File: config.mk
export PLATFORM = sky130hd
export DESIGN_NAME = bf_feistel
export DESIGN_NICKNAME = d
export VERILOG_FILES = /design/src/hdl/bf_pkg.sv /design/src/hdl/bf_feistel.sv
export SDC_FILE = /design/constraint.sdc
export NUM_CORES = 1
export LEC_CHECK = 0
export BUFFER_PORTS_ARGS = -buffer_cell sky130_fd_sc_hd__buf_2
export CAP_MARGIN = 10
export CORE_MARGIN = 1
export CORE_UTILIZATION = 53
export DETAILED_ROUTE_END_ITERATION = 6
export PLACE_DENSITY = 0.95
export RECOVER_POWER = 25
export SYNTH_ARGS = -nofsm -noshare
export SYNTH_HDL_FRONTEND = slang
export SYNTH_SLANG_ARGS = --single-unit
File: constraint.sdc
create_clock -name vclk -period 13.2
set_input_delay 1.32 -clock vclk [all_inputs]
set_output_delay 1.32 -clock vclk [all_outputs]
set_load 0.01 [all_outputs]
File: src/hdl/bf_pkg.sv
// Shared types and constants for the Blowfish engine.
// No dependencies; every other file in hdl/ refers to it by scoped names.
package bf_pkg;

  typedef logic [31:0] word_t;
  typedef logic [7:0]  sbox_addr_t;

  // Table geometry
  localparam int P_WORDS     = 18;
  localparam int S_WORDS     = 1024;
  localparam int S_BOXES     = 4;
  localparam int P_IDX_W     = 5;
  localparam int S_LIN_W     = 10;

  // Byte extraction mask for key loads
  localparam logic [15:0] BYTE_MASK = 16'h00FF;

  // Register file
  localparam logic [5:0] KEY_LENGTH_RESET = 6'd56;
  localparam logic       REG_KEY_LENGTH   = 1'b0;
  localparam logic       REG_CHAIN_MODE   = 1'b1;

  // Request codes
  typedef enum logic [2:0] {
    REQ_LOAD_WORD = 3'd0,
    REQ_LOAD_KEY  = 3'd1,
    REQ_EXPAND    = 3'd2,
    REQ_ENCRYPT   = 3'd3,
    REQ_DECRYPT   = 3'd4
  } req_code_t;

  // Sequencer states
  typedef enum logic [3:0] {
    ST_IDLE,
    ST_KEY_ADDR,
    ST_KEY_DATA,
    ST_RND_A,
    ST_RND_B,
    ST_FIN_R,
    ST_FIN_L,
    ST_DELIVER,
    ST_FILL_LO,
    ST_FILL_HI
  } state_t;

endpackage

File: src/hdl/bf_feistel.sv
// Feistel half-round: combine the four S-box words and fold them into the right half.
// Depends on bf_pkg for the word type and the S-box count.
module bf_feistel (
  input  bf_pkg::word_t s_data [bf_pkg::S_BOXES],
  input  bf_pkg::word_t xr,
  output bf_pkg::word_t xr_mixed
);

  bf_pkg::word_t sum01;
  bf_pkg::word_t f_out;

  // F(x) = ((S0 + S1) ^ S2) + S3
  assign sum01    = s_data[0] + s_data[1];
  assign f_out    = (sum01 ^ s_data[2]) + s_data[3];
  assign xr_mixed = xr ^ f_out;

endmodule

After elaboration in Yosys (flattened, before gate mapping)
Index checks and enable logic that the tools add are counted.
{"block": "word_totals", "regBits": 0, "in_bits": 160}
{"block": "classes", "addsub": 2, "bitwise_logic": 2}
{"op": "32-bit adder", "n": 2}
{"op": "32-bit bitwise XOR", "n": 2}

Logic depth before layout (Yosys ltp)
Gate-level depths: netlist of the first run.
{"block": "logic_depth", "word_depth": 4, "ltp_mapped": 20, "ltp_nobuf": 20}

Worst setup path before layout of the first run
OpenSTA, ideal clock, no wires.
{"block": "synth_path", "path_kind": "input-to-output", "from": "input port s_data[64] (netlist bit)", "to": "output port xr_mixed[31]", "t_arrival_ps": 4894, "required_time_ps": 11880, "setup_slack_ps": 6986, "path_stages": 19, "path_cell_list": "ha_1 inv_1 fa_1 nor2b_1 o211ai_1 a21oi_1 o21ai_1 o21ai_0 xnor2_1 ha_1 clkbuf_1 a211oi_1 o21bai_1 or3_1 nand4_1 o211ai_4 a311oi_4 o2111ai_2 xnor2_1"}
{"block": "synth_via", "elab_chain_cells": 4}
{"item": "from (decl)", "line_no": "bf_feistel.sv:4", "text": "input bf_pkg::word_t s_data [bf_pkg::S_BOXES],"}
{"item": "32-bit adder", "line_no": "bf_feistel.sv:13", "text": "assign sum01 = s_data[0] + s_data[1];"}
{"item": "32-bit bitwise XOR", "line_no": "bf_feistel.sv:14", "text": "assign f_out = (sum01 ^ s_data[2]) + s_data[3];"}
{"item": "32-bit adder", "line_no": "bf_feistel.sv:14"}
{"item": "32-bit bitwise XOR", "line_no": "bf_feistel.sv:15", "text": "assign xr_mixed = xr ^ f_out;"}
{"item": "to (decl)", "line_no": "bf_feistel.sv:6", "text": "output bf_pkg::word_t xr_mixed"}
Every way passes these cells.

Final worst setup path of the first run
{"block": "layout_path", "from": "input port s_data[64] (netlist bit)", "to": "output port xr_mixed[26]"}
Same word-level chain as after synthesis.

==> impl_metrics.csv, run 1 <==
group,metric,value,unit
die,core,6910,um^2
placed_design,post-dp-hpwl,10.8,mm
final_layout,design.seq.count,0,
clocking,hold_buffers,0,
route,viasPerCell,5.80,
timing,slew_headroom,36.2,%
final_layout,area_growth,27.3,%
global_route,antenna_found_initial,0,
logic_synthesis,yosysTopAreaCell,"ha_1",
placed_design,io_buffers,192,
timing,setup_viol,0,
die,die_width,87.0,um
timing,slew_violations,0,
setup_path,cp_cell_sequence,"buf_2 > ha_1 > inv_1 > fa_1 > nor2b_1 > o211ai_1 > a21oi_1 > o21ai_1 > o21ai_0 > a31oi_1 > nand2b_1 > xnor2_1 > ha_1 > nand2_1 > nor2_1 > a211oi_1 > nand2_1 > o311ai_1 > nand3_1 > a31oi_1 > xnor2_1 > buf_2",
global_route,grt-ovfl-total,0,
logic_synthesis,yosysWarnings,0,
route,wire_per_inst,15.1,um
logic_synthesis,synthDistinctLibCells,55,
placed_design,dp.cells,795,
setup_path,crit_type,"input port to output pin",
pwr,powerDensity,118,nW/um^2
setup_path,cpMaxStageDelayCell,"fa_1",
route,final_antenna_net_count,0,
final_layout,layout_commonest_cell,"buf_2",
timing,fin_crit_sh,51.6,%
final_layout,num_antenna_cells,0,
die,initial_utilization,55.5,%
final_layout,seq_area,0,um^2
global_route,grt_max_degree,9,
clocking,cts_resized,0,
run_status,outcome,"complete, no violations",
logic_synthesis,syn_nets,743,
die,dieArea,7580,um^2
route,firstDrtPassIters,4,
final_layout,fill_cells,594,
timing,fin_setup_tns,0,ps
final_layout,n_clock_buffer,0,
timing,worstMarginPinSlew,945,ps
pwr,vdd_drop_max,0.0846,mV
final_layout,final_cell_mix,"185 x buf_2, 80 x xnor2_1, 67 x ha_1, 59 x a21oi_1, 41 x xor2_1",
setup_path,start_kind,"input port",
route,wirelength,12.0,mm
final_layout,finalNetCount,930,
flow_run,drv_cap,0,
route,post-route-drc-count,0,
placed_design,gp_congestion,1.01,
logic_synthesis,synth_top_area_share,21.9,%
timing,hold_viol,0,
route,drt_iter0_markers,233,
timing,fmax,0.147,GHz
clocking,postCtsSetupBuffers,0,
logic_synthesis,syn_area,3830,um^2
timing,period_needed,6810,ps
final_layout,final_cell_count_no_fill,795,
setup_path,critPathCapture,"xr_mixed[26]",
final_layout,drive_gt1_share,28.8,%
global_route,grt_pass1_wl,18.9,mm
pwr,p_leak,2.44,nW
setup_path,cp_slowest_stage_delay,400,ps
logic_synthesis,synth.yosys.seq_area_share,0,%
setup_path,crit_required,11880,ps
setup_path,crit_path_start,"s_data[64]",
setup_path,worstPathArrival,5490,ps
setup_path,crit_path_end_kind,"output pin",
timing,rsz0062_at_grt,"false",
die,num_io_pins,192,
logic_synthesis,syn_area_per_cell,7.46,um^2
logic_synthesis,synthCells,514,
die,rows,30,
global_route,first_global_vias,4478,
route,vias,4610,
min_path,hp-class,"input port to output pin",
global_route,grt_usage,30.4,%
setup_path,critical_path.max_fanout,7,
die,die_y,87.0,um
pwr,p_total,575,uW
min_path,whs_path_depth,3,
logic_synthesis,synthTopCellsByArea,"ha_1 22%, xnor2_1 18%, xor2_1 9.4%, a21oi_1 7.7%, a21o_1 4.9%",
routing by layer:
metal	part of all wire, %	GRT usage, %
met4	4.1	12.1
met2	50	57.7
met3	6.5	3.13
met1	39	34.4
met5	0	0
worst min-delay path by stage:
stage / start / to / slack (ps)
2_1_floorplan: xr[0] / xr_mixed[0] / 2720
3_3_place_gp: xr[0] / xr_mixed[0] / 2900
3_5_place_dp: xr[0] / xr_mixed[0] / 2910
4_1_cts: xr[0] / xr_mixed[0] / 2910
5_1_grt: xr[0] / xr_mixed[0] / 2910
6_report: xr[0] / xr_mixed[0] / 2900
where the power goes:
| part | internal, mW | switching, mW |
|---|---|---|
| clock | 0 | 0 |
| sequential | 0 | 0 |
| combinational | 0.255 | 0.320 |
| total | 0.255 | 0.320 |
cells in the mapped netlist (8+ instances only):
library cell	number
a21oi_1	59
xor2_1	41
inv_1	14
xnor2_1	80
o21ai_0	21
nor2_1	26
a31oi_1	9
ha_1	67
nand3_1	18
nand4_1	10
nand2b_1	8
a21o_1	25
nand2_1	34
nor3_1	10
cell families (layout without fill, tap and decap cells):
| kind of cell | after synthesis | in the layout | synth area share [%] |
|---|---|---|---|
| compound gates | 166 | 166 | 29.6 |
| simple gates | 136 | 136 | 17.5 |
| xor+xnor | 121 | 121 | 27.7 |
| fa+ha+maj | 69 | 69 | 22.9 |
| buf+inv | 21 | 206 | 2.06 |
| mux | 1 | 1 | 0.261 |
critical path: cells and delay by family:
family / cells / cell delay [ps]
and+or+nand+nor: 6 / 870
adders and majority gates: 3 / 840
AOI/OAI and AO/OA: 8 / 1920
xor gates and xnor gates: 2 / 260
buffers and inverters: 3 / 280
area by class of cell:
class,count,area [um^2],area share [%]
timing repair buffer,192,952,19.5
tap,96,120,2.46
inverter,14,52.6,1.08
multi-input combinational,493,3750,76.9
per-stage QoR:
step	hold WS (ps)	setup slack, ps	instance area (um^2)	util, %
after global placement	2900	6580	4890	70.8
after detailed placement	2910	6450	4890	70.8
final	2900	6390	4880	70.6
after CTS	2910	6430	4890	70.8
after floorplan	2720	6990	3830	-
after global routing	2910	5900	4880	70.6
Note: power is estimated with default switching activity, not from simulation.
==> inputs of run 2 (changes only) <==
Settings changed: ABC_AREA set to 1, CORE_UTILIZATION 53 to 52, PLACE_DENSITY 0.95 to 0.89.
Clock period 13.2 ns to 6.82 ns, I/O delays scaled along.
==> run 2 against run 1 <==
Effect of this change:
- the run now ends with design-rule violations left
- via count grew 32%
- final cell count grew 50%
- highest routed layer unchanged
- critical endpoint is now xr_mixed[19]
- largest cell class unchanged
- die area grew 28%
- cell area grew 22%
- power grew 91%
- combinational power grew 91%
- global-route usage shrank 0.41 points
- utilization shrank 3.9 points
==> impl_metrics.csv, run 2 <==
group,metric,value,unit
run_status,outcome,"finished with violations",
run_status,violations,"design-rule violations",
logic_synthesis,synthCells,890,
global_route,antenna_found_initial,0,
timing,fin_setup_tns,0,ps
global_route,grt_max_degree,6,
logic_synthesis,synth_common_cells,"294 x nand2_1, 141 x inv_1, 78 x nor2_1",
logic_synthesis,syn_nets,1119,
global_route,first_global_vias,5775,
final_layout,n_clock_buffer,0,
clocking,hold_buffers,0,
setup_path,crit_buf_inv,5,
final_layout,multi_input_area,4260,um^2
logic_synthesis,synth_top_area_share,22.8,%
setup_path,critical_path.max_fanout,5,
logic_synthesis,yosysWarnings,0,
route,wire_per_inst,12.3,um
final_layout,design.seq.count,0,
pwr,p_sw,661,uW
timing,slew_headroom,71.2,%
setup_path,critPathCapture,"xr_mixed[19]",
final_layout,layout_commonest_cell,"nand2_1",
final_layout,finalNetCount,1313,
placed_design,io_buffers,192,
setup_path,cp_slowest_stage_delay,400,ps
timing,setup_viol,0,
setup_path,cp_cell_sequence,"buf_2 > ha_1 > inv_1 > fa_1 > o21ai_0 > nand2_1 > nand2_1 > nand2_1 > nand3_2 > nand2_1 > nand2_1 > nand2_1 > nand2_1 > inv_1 > ha_1 > nand2_1 > nor2_1 > inv_1 > nor2_1 > nand2_1 > nand2_1 > xor2_1 > buf_2",
setup_path,cp_common_cell,"nand2_1",
die,initial_utilization,54.5,%
pwr,p_total,1.10,mW
pwr,p_leak,3.61,nW
pwr,pwr-share-clk,0,%
logic_synthesis,syn_area_per_cell,5.44,um^2
pwr,powerDensity,185,nW/um^2
route,final_antenna_net_count,0,
die,rows,34,
final_layout,final_cell_mix,"294 x nand2_1, 187 x buf_2, 141 x inv_1, 78 x nor2_1, 67 x ha_1",
final_layout,area_growth,22.4,%
logic_synthesis,yosysTopAreaCell,"nand2_1",
die,die_y,98.5,um
logic_synthesis,synth.yosys.seq_area_share,0,%
die,num_io_pins,192,
setup_path,crit_path_start,"s_data[64]",
timing,hold_viol,0,
die,core,8890,um^2
flow_run,drv_cap,0,
setup_path,crit_required,6140,ps
route,post-route-drc-count,10,
clocking,postCtsSetupBuffers,0,
pwr,p_seq_share,0,%
timing,fmax,0.214,GHz
die,dieArea,9710,um^2
setup_path,crit_path_end_kind,"output pin",
setup_path,cpMaxStageDelayCell,"fa_1",
pwr,vdd_drop_max,0.0953,mV
route,drt_iter0_markers,184,
route,wirelength,14.6,mm
logic_synthesis,synthDistinctLibCells,32,
final_layout,num_antenna_cells,0,
final_layout,fill_cells,895,
setup_path,worstPathArrival,3980,ps
setup_path,start_kind,"input port",
logic_synthesis,syn_area,4840,um^2
clocking,cts_resized,0,
setup_path,crit_cells,23,
pwr,switching_share,60.3,%
min_path,hp-class,"input port to output pin",
route,firstDrtPassIters,7,
timing,slew_violations,0,
final_layout,drive_gt1_share,20.0,%
setup_path,crit_family,"simple AND/OR/NAND/NOR gates",
route,viasPerCell,5.13,
placed_design,gp_congestion,0.962,
timing,fin_crit_sh,68.4,%
setup_path,crit_type,"input port to output pin",
final_layout,seq_area,0,um^2
placed_design,post-dp-hpwl,13.5,mm
route,vias,6100,
timing,period_needed,4660,ps
die,die_width,98.5,um
global_route,grt_pass1_wl,24.3,mm
logic_synthesis,yosys.cell_count.top_type,"nand2_1",
global_route,grt-ovfl-total,0,
timing,rsz0062_at_grt,"false",
timing,worstMarginPinSlew,428,ps
pwr,comb_power_share,100.0,%
pwr,internal-power,436,uW
global_route,grt_usage,30.0,%
logic_synthesis,synthTopCellsByArea,"nand2_1 23%, ha_1 17%, inv_1 11%, xor2_1 10%, xnor2_1 7.2%",
[run 2: cell count changes in the layout (fill, tap and decap cells not counted), moves of 12 or more]
cell      change
nand2_1     +260
inv_1       +127
nor2_1       +52
xnor2_1      -40
nand3_1      +23
xor2_1       +17
a21o_1       -14
inv_2        +14
nand3b_1     +12
[run 2: worst min-delay path by stage]
stage | from | depth (start not counted) | to | slack (ps)
2_1_floorplan | xr[0] | 1 | xr_mixed[0] | 1440
3_3_place_gp | xr[0] | 3 | xr_mixed[0] | 1630
3_5_place_dp | xr[0] | 3 | xr_mixed[0] | 1630
4_1_cts | xr[0] | 3 | xr_mixed[0] | 1630
5_1_grt | xr[0] | 3 | xr_mixed[0] | 1630
6_report | xr[0] | 3 | xr_mixed[0] | 1620
[run 2: layout make-up]
type / instances / area share (%)
multi-input combinational: 734 / 71.8
timing repair buffer: 192 / 16.1
inverter: 156 / 9.87
tap: 108 / 2.28
[run 2: tightest hold or removal path: cells and delay by family]
family / cells / cell delay (ps)
xor+xnor: 1 / 50
buf+inv: 2 / 200
[run 2: layer usage]
metal  wire length, um  part of all wire (%)  track usage [%]
met1              6330                    43             37.4
met2              6810                    47             54.7
met3               899                   6.2             1.35
met4               562                   3.8             10.8
met5                 0                     0                0
[run 2: kinds of logic (layout without fill, tap and decap cells)]
kind of cell / Yosys count / after routing / share of synthesized area [%]
buffers and inverters: 156 / 348 / 12.1
AOI/OAI and AO/OA: 102 / 102 / 11.8
adders and majority gates: 69 / 69 / 18.1
and+or+nand+nor: 465 / 465 / 40.2
xor gates and xnor gates: 98 / 98 / 17.7
[run 2: power groups by stage]
stage,registers [mW],logic (mW),clock network (mW)
5_1_grt,0,1.23,0
6_report,0,1.10,0
2_1_floorplan,0,0.761,0
3_3_place_gp,0,1.07,0
4_1_cts,0,1.09,0
3_5_place_dp,0,1.09,0
[run 2: per-stage QoR]
| stage | hold slack, ps | setup WS [ps] | utilization, % | std cells | cell area, um^2 |
|---|---|---|---|---|---|
| 3_5_place_dp | 1630 | 2390 | 66.8 | 1190 | 5940 |
| 5_1_grt | 1630 | 1840 | 66.7 | 1190 | 5930 |
| 3_3_place_gp | 1630 | 2460 | 66.8 | 1190 | 5940 |
| 2_1_floorplan | 1440 | 2950 | - | 890 | 4840 |
| 6_report | 1620 | 2160 | 66.7 | 1190 | 5930 |
| 4_1_cts | 1630 | 2380 | 66.8 | 1190 | 5940 |
==> inputs of run 3 (changes only) <==
Settings changed: CORE_UTILIZATION 52 to 47, PLACE_DENSITY 0.89 to 0.85.
Clock period 6.82 ns to 4.1 ns, I/O delays scaled along.
==> run 3 against run 2 <==
Effect of this change:
- the run now ends clean
- via count decreased by 1.4%
- setup slack worse by 1900 ps
- power increased by 68%
- global-route usage decreased by 3.3 points
- critical path depth up 2
==> impl_metrics.csv, run 3 (same netlist as run 2, synthesis figures left out) <==
group,metric,value,unit
run_status,outcome,"complete, no violations",
timing,hold_viol,0,
final_layout,design.seq.count,0,
min_path,hold_end,"xr_mixed[1]",
setup_path,critical_path.max_fanout,5,
timing,slew_violations,0,
placed_design,post-dp-hpwl,13.5,mm
route,post-route-drc-count,0,
placed_design,gp_congestion,1.01,
clocking,hold_buffers,0,
final_layout,seq_area,0,um^2
route,final_antenna_net_count,0,
min_path,hold_start,"xr[1]",
route,dr_wl_met2,6.94,mm
route,routed.top_layer,"met4",
pwr,vdd_drop_max,0.200,mV
setup_path,start_kind,"input port",
timing,fin_crit_sh,93.5,%
die,dieArea,10700,um^2
setup_path,worstPathArrival,3430,ps
min_path,whs_path_depth,3,
global_route,grt-ovfl-total,0,
die,num_io_pins,192,
timing,fin_setup_tns,0,ps
die,core,9860,um^2
die,initial_utilization,49.1,%
route,drt_iter0_markers,235,
global_route,grt_pass1_wl,24.1,mm
global_route,antenna_found_initial,0,
global_route,first_global_vias,5476,
setup_path,cpMaxStageDelayCell,"fa_1",
timing,rsz0062_at_grt,"true",
timing,slew_headroom,77.1,%
route,firstDrtPassIters,4,
die,rows,36,
timing,period_needed,3840,ps
final_layout,drive_gt1_share,21.6,%
route,viasPerCell,4.95,
pwr,powerDensity,306,nW/um^2
final_layout,layout_commonest_cell,"nand2_1",
final_layout,finalNetCount,1313,
setup_path,crit_required,3690,ps
global_route,grt_max_degree,6,
setup_path,cp_common_cell,"nand2_1",
clocking,cts_resized,0,
placed_design,io_buffers,192,
route,dr_wl_met3,902,um
die,die_width,104,um
min_path,hp-class,"input port to output pin",
final_layout,final_cell_mix,"293 x nand2_1, 188 x buf_2, 141 x inv_1, 71 x nor2_1, 61 x ha_1",
final_layout,final_cell_count_no_fill,1215,
placed_design,dp.cells,1215,
final_layout,area_growth,24.0,%
flow_run,drv_cap,0,
route,met1_length,6.65,mm
die,die_y,104,um
route,wirelength,14.7,mm
placed_design,pre_cts_ws,230,ps
setup_path,crit_type,"input port to output pin",
timing,setup_viol,0,
timing,worstMarginPinSlew,339,ps
setup_path,crit_path_end_kind,"output pin",
final_layout,num_antenna_cells,0,
pwr,p_leak,3.60,nW
final_layout,n_clock_buffer,0,
route,vias,6013,
timing,fmax,0.261,GHz
global_route,grt_usage,26.7,%
route,wire_per_inst,12.1,um
timing,fin_ws,265,ps
clocking,postCtsSetupBuffers,0,
setup_path,cp_slowest_stage_delay,420,ps
==> run 3: cell types whose count changed in the layout (fill, tap and decap cells not counted) <==
| cell | delta |
|---|---|
| nor2_1 | -7 |
| nor2_2 | +7 |
| ha_1 | -6 |
| ha_2 | +6 |
| a21oi_1 | -2 |
| a21oi_2 | +2 |
| o21ai_0 | -2 |
| buf_2 | +1 |
| clkbuf_1 | -1 |
| nand2_1 | -1 |
| nand2_2 | +1 |
| o21ai_1 | +1 |
| o21ai_2 | +1 |
==> run 3: where the power goes <==
part / switching (mW) / leakage (nW) / internal (mW)
combinational: 1.10 / 3.60 / 0.737
clock: 0 / 0 / 0
sequential: 0 / 0 / 0
total: 1.10 / 3.60 / 0.737
==> run 3: stage by stage <==
step                      power [mW]  util [%]  instance area, um^2  hold slack, ps
after floorplan                 1.27         -                 4840             896
after global placement          1.78      60.5                 5970            1080
after detailed placement        1.81      60.5                 5970            1080
after CTS                       1.81      60.5                 5970            1080
after global routing            2.06      60.9                 6010            1080
final                           1.84      60.9                 6010            1070
==> run 3: layout make-up <==
cell class / instances / area (um^2)
multi-input combinational: 734 / 4300
timing repair buffer: 192 / 956
fill: 1013 / 3850
tap: 133 / 166
inverter: 156 / 586
==> run 3: worst max-delay path by stage <==
| stage | start | end | slack [ps] | depth (start not counted) |
|---|---|---|---|---|
| after global routing | s_data[64] | xr_mixed[27] | -0.06 | 25 |
| after floorplan | s_data[64] | xr_mixed[25] | 780 | 23 |
| after detailed placement | s_data[64] | xr_mixed[27] | 230 | 25 |
| final | s_data[64] | xr_mixed[27] | 260 | 25 |
| after CTS | s_data[64] | xr_mixed[27] | 220 | 25 |
| after global placement | s_data[64] | xr_mixed[27] | 310 | 25 |
==> run 3: metal layers <==
layer / track usage, % / vias to the layer above
li1: - / 3178
met4: 5.07 / 0
met2: 48.5 / 233
met1: 35.3 / 2584
met3: 0.755 / 18
met5: 0 / -
==> run 3: critical path, delay by kind of cell <==
kind                     cells  cell delay [ps]
AO/OA/AOI/OAI                1              180
adder cells (fa/ha/maj)      3              970
buffers and inverters        6              410
AND/OR/NAND/NOR             15             1430
